--- src/rtl/ffa_ram.sv ---
// ----------------------------------------------------------------------------
// ffa_ram: generic single-port synchronous RAM
// One write or one read per cycle, read data registered.
// ----------------------------------------------------------------------------
`default_nettype none
module ffa_ram #(
    parameter int WIDTH = 8,
    parameter int DEPTH = 256
) (
    input  wire logic                     aclk,
    input  wire logic                     we,
    input  wire logic [$clog2(DEPTH)-1:0] addr,
    input  wire logic [WIDTH-1:0]         wdata,
    output logic      [WIDTH-1:0]         rdata
);
    logic [WIDTH-1:0] mem [DEPTH];

    always_ff @(posedge aclk) begin
        if (we) begin
            mem[addr] <= wdata;
        end
        rdata <= mem[addr];
    end
endmodule
`default_nettype wire

--- config.mk ---
export PLATFORM = sky130hd
export DESIGN_NAME = ffa_ram
export DESIGN_NICKNAME = d
export VERILOG_FILES = /design/src/rtl/ffa_ram.sv
export SDC_FILE = /design/constraint.sdc
export NUM_CORES = 2
export LEC_CHECK = 0
export ABC_AREA = 1
export BUFFER_PORTS_ARGS = -buffer_cell sky130_fd_sc_hd__clkbuf_2
export CORE_ASPECT_RATIO = 1.4
export CORE_MARGIN = 2
export CORE_UTILIZATION = 38
export DETAILED_ROUTE_END_ITERATION = 8
export GPL_TIMING_DRIVEN = 0
export PLACE_DENSITY = 0.64
export SETUP_SLACK_MARGIN = 0.5
export SLEW_MARGIN = 20
export SYNTH_ARGS = -nofsm -noshare
export SYNTH_HDL_FRONTEND = slang
export SYNTH_SLANG_ARGS = --single-unit
--- constraint.sdc ---
create_clock -name aclk -period 3.2 [get_ports aclk]
set_input_delay 0.16 -clock aclk [delete_from_list [all_inputs] [get_ports aclk]]
set_output_delay 0.16 -clock aclk [all_outputs]
set_load 0.05 [all_outputs]
# After elaboration in Yosys (flattened, before gate mapping)
# Memories as Yosys holds them, arrays and structs flattened. A register that Yosys moved wholly into a read port is not among the register bits.
# Index checks and enable logic that the tools add are counted.
[word_totals] ram_bits=2048 elab_cells=3 reg_bits=0 n_memories=1
[mem_list] memory="mem" words=256 width=8 rd=1 rd_clocked_by_memory_dff=1 write_ports=1 line="16" rtl="logic [WIDTH-1:0] mem [DEPTH];"
[classes] muxes=2
[ops] operator="2-to-1 mux 1 bit" count=2

# Longest topological paths before layout
[depth] word_depth=2 ltp_mapped=15 ltp_nobuf=13

# Least setup slack after synthesis
# OpenSTA, ideal clock, no wires.
[synth_timing] kind="input -> register" from="in addr[1]" to="mem mem[234][0] (enable)" t_arrival_ns=1.630 path_slack_ns=1.200 cell_stages=10 cell_sequence="buf_4 inv_4 nor2_8 buf_4 buf_4 inv_2 nor2_1 nand2_1 clkbuf_1 nor2_1"
[synth_lines] item="start: declaration" line="12" rtl="input wire logic [$clog2(DEPTH)-1:0] addr,"
[synth_lines] item="end: declaration" line="16"
# No word-level cell before the write port.

# Final worst setup path
[layout_timing] from="in addr[4]" to="mem mem[142][2] (enable)"
# No word-level cell before the write port.

==> summary.txt <==
Timing
  – Final count of hold timing violations: 18
  – Tcrit/Tclk final: 91.6%
  – Worst-margin pin slew: 1.38 ns
  – Final setup viols: 0
  – Relative slew slack: 8.23%
  – WHS: -0.0672 ns
  – Fin Clk Skew: 0.0325 ns
  – Slew Viols, Final: 0
  – Peak Freq: 0.341 GHz
  – PnR worst setup slack: 0.270 ns
  – Final Critical Period: 2.93 ns
  – RSZ-0062 raised after global routing: true

Critical path
  – Crit end category: flop
  – Worst-path cell chain: clkbuf_2 > nor2_1 > clkbuf_1 > nand2_1 > clkbuf_1 > nor2_2
  – Flop-to-flop setup slack: 0.93 ns
  – Critical Path RT: 3.69 ns
  – R2r worst-path depth: 12
  – CP Launch Point: addr[4]
  – CP max stage delay: 0.78 ns
  – CP Class: input port to flop
  – FF-to-FF End: rdata[6]
  – Most used cell, CP: clkbuf_1
  – Critical path arrival: 3.42 ns
  – Slowest cell on the critical path: nor2_2
  – Critical Path Source Type: input port
  – Crit-path max FO: 10
  – Reg2reg start: mem[146][6]

Synth
  – Syn Nets: 8,039
  – Yosys reg bits: 2,056
  – Synth cell types: 18
  – Yosys Warn Count: 0
  – Post-Synthesis Cells: 8,021
  – Mapped Area: 0.0849 mm2
  – Mapped Avg Cell Area: 10.6 um2
  – Post-synthesis sequential area ratio: 72.7%

GRT
  – GR Layer Usage met1: 24.9%
  – Busiest layer in global routing: met2
  – Initial antenna violation count: 16
  – Largest net degree at the start of global routing: 94
  – Vias in the first global route: 55,900
  – Met3 Usage GRT: 3.83%
  – Total gr overflow: 0
  – First-pass GRT wire length: 376,000 um
  – Met2 global-route usage: 38.4%
  – Tot GR Track Use: 23.0%

Layout
  – Multi-input gate area: 0.0214 mm2
  – Most common cell after layout, fill and taps aside: nand2_1
  – Area Growth Syn to Fin: 12.5%
  – Fin cells: 11,300
  – Most frequent cells in the layout: nand2_1, edfxtp_1, nor2_1, clkbuf_1, clkbuf_16
  – Register area: 0.0617 mm2
  – Fillers: 20,500
  – Share of layout cells above drive strength 1: 6.87%
  – Final Util: 42.9%
  – Finished Cell Area: 0.0955 mm2
  – Nets@finish: 8,283

Clock network
  – H-tree depth: 4
  – Worst-Skew Late Latency: 0.87 ns
  – CTS tree: yes
  – Buffer count from post-CTS setup fixing: 0
  – CTS Buffer Depth: 4
  – Worst-path clk slew: 0.07 ns
  – Num CTS Buffers: 188
  – Sink Count: 2,056
  – Clock root buffer: clkbuf_16

Route
  – Routed wire length: 264,000 um
  – Drt drc: 0
  – ANT nets after route: 0
  – Routed wire per std cell: 23.4 um
  – Iter 0 DRT Violations: 5,493
  – DR vias: 57,000
  – DR pass1 iterations: 6
  – Post-DR vias/cell: 5.04

Power
  – Cell Pwr Density: 582 mW/mm2
  – Switching share of total power: 23.0%
  – Sw Pwr: 0.0128 W
  – Comb power frac: 6.8%
  – Reg power frac: 53.4%
  – Leakage Power: 37.4 nW
  – P_int: 0.0428 W
  – Worst IR Drop VDD: 0.437 mV
  – Clock share of power: 39.8%

Job
  – MaxCap Viol Count: 0

Run status
  – Status: finished, violations left
  – Failing checks: negative hold slack

Placed design
  – Worst slack, placed: -0.769 ns
  – Port buffer count: 23
  – Placed Cells: 11,000
  – GP Congestion: 1.02
  – Dpl cell area: 0.0893 mm2
  – DP HPWL: 187,000 um

Floorplanning
  – Row cnt: 205
  – DIE AREA: 0.227 mm2
  – Die height: 563 um
  – Die X: 403 um
  – Core area: 0.222 mm2
  – Ports: 26
  – Initial core utilization: 38.2%

Worst hold path
  – Hold Path End: mem[211][0]
  – Min-delay src: wdata[0]
  – Worst hold path class: input port to flop
  – Hold path cells: 1
==> worst max-delay path, delay by kind of cell <==
kind	cells	cell delay (ns)
buffers and inverters	3	1.43
AND/OR/NAND/NOR	3	1.79
==> flip-flops by register name, indices dropped and copies added, names as in the netlist <==
name / cells
mem: 2048
rdata: 8
==> kinds of logic after synthesis <==
kind of cell	after synthesis	share of synthesized area [%]
simple gates	5321	23.8
compound gates	192	1.13
buf+inv	452	2.36
flops	2056	72.7
==> Yosys cell counts, drive strengths merged <==
library cell / n / area, um2
nor2: 362 / 1380
nand3: 188 / 941
nand2: 4771 / 17900
dfxtp: 8 / 160
inv: 35 / 136
o21ai: 160 / 801
edfxtp: 2048 / 61500
a21oi: 32 / 160
buf: 247 / 1230
clkbuf: 170 / 638
==> worst max path at each step <==
stage	to	slack, ns
finish	mem[142][2]	0.27
global route	mem[46][5]	0.32
global placement	mem[215][2]	-3.04
detailed placement	mem[175][4]	-0.77
CTS	mem[134][0]	0.44
floorplan	mem[234][0]	1.20
==> power by group through the flow <==
stage	registers, W	logic (W)	clock network, W
6_report	0.0297	0.00379	0.0221
5_1_grt	0.0297	0.00404	0.0232
4_1_cts	0.0297	0.00372	0.0222
3_5_place_dp	0.0303	0.00370	0
3_3_place_gp	0.0305	0.00354	0
2_1_floorplan	0.0303	0.00169	0
==> area by class of cell <==
class	instances	share of cell area (%)
timing repair buffer	54	0.941
tap	2898	3.80
sequential	2056	64.6
buffer	417	1.99
clock buffer	237	5.20
clock inverter	97	0.962
inverter	35	0.143
antenna	2	0.00524
multi-input combinational	5513	22.4
==> per-layer routing <==
layer	up-vias	part of all wire, %
li1	26800	-
met1	27300	35
met2	2161	48
met3	706	6.5
met4	12	11
met5	-	0.032
==> timing repair <==
| item | CTS | global route |
|---|---|---|
| resized for setup | 13 | 61 |
| endpoints found under the setup margin | 808 | 592 |
| endpoints found under the hold margin | 336 | 0 |
| hold buffers | 8 | 0 |
| cloned | 0 | 0 |
==> stage by stage <==
stage                     total power, W   TNS, ns  hold slack [ns]
final                             0.0556         0          -0.0672
after detailed placement          0.0340   -597.50            0.428
after global placement            0.0340  -6229.25            0.714
after floorplan                   0.0320         0            0.259
after CTS                         0.0556         0          0.00747
after global routing              0.0569         0          0.00105
Power figures use the tool's default switching activity.
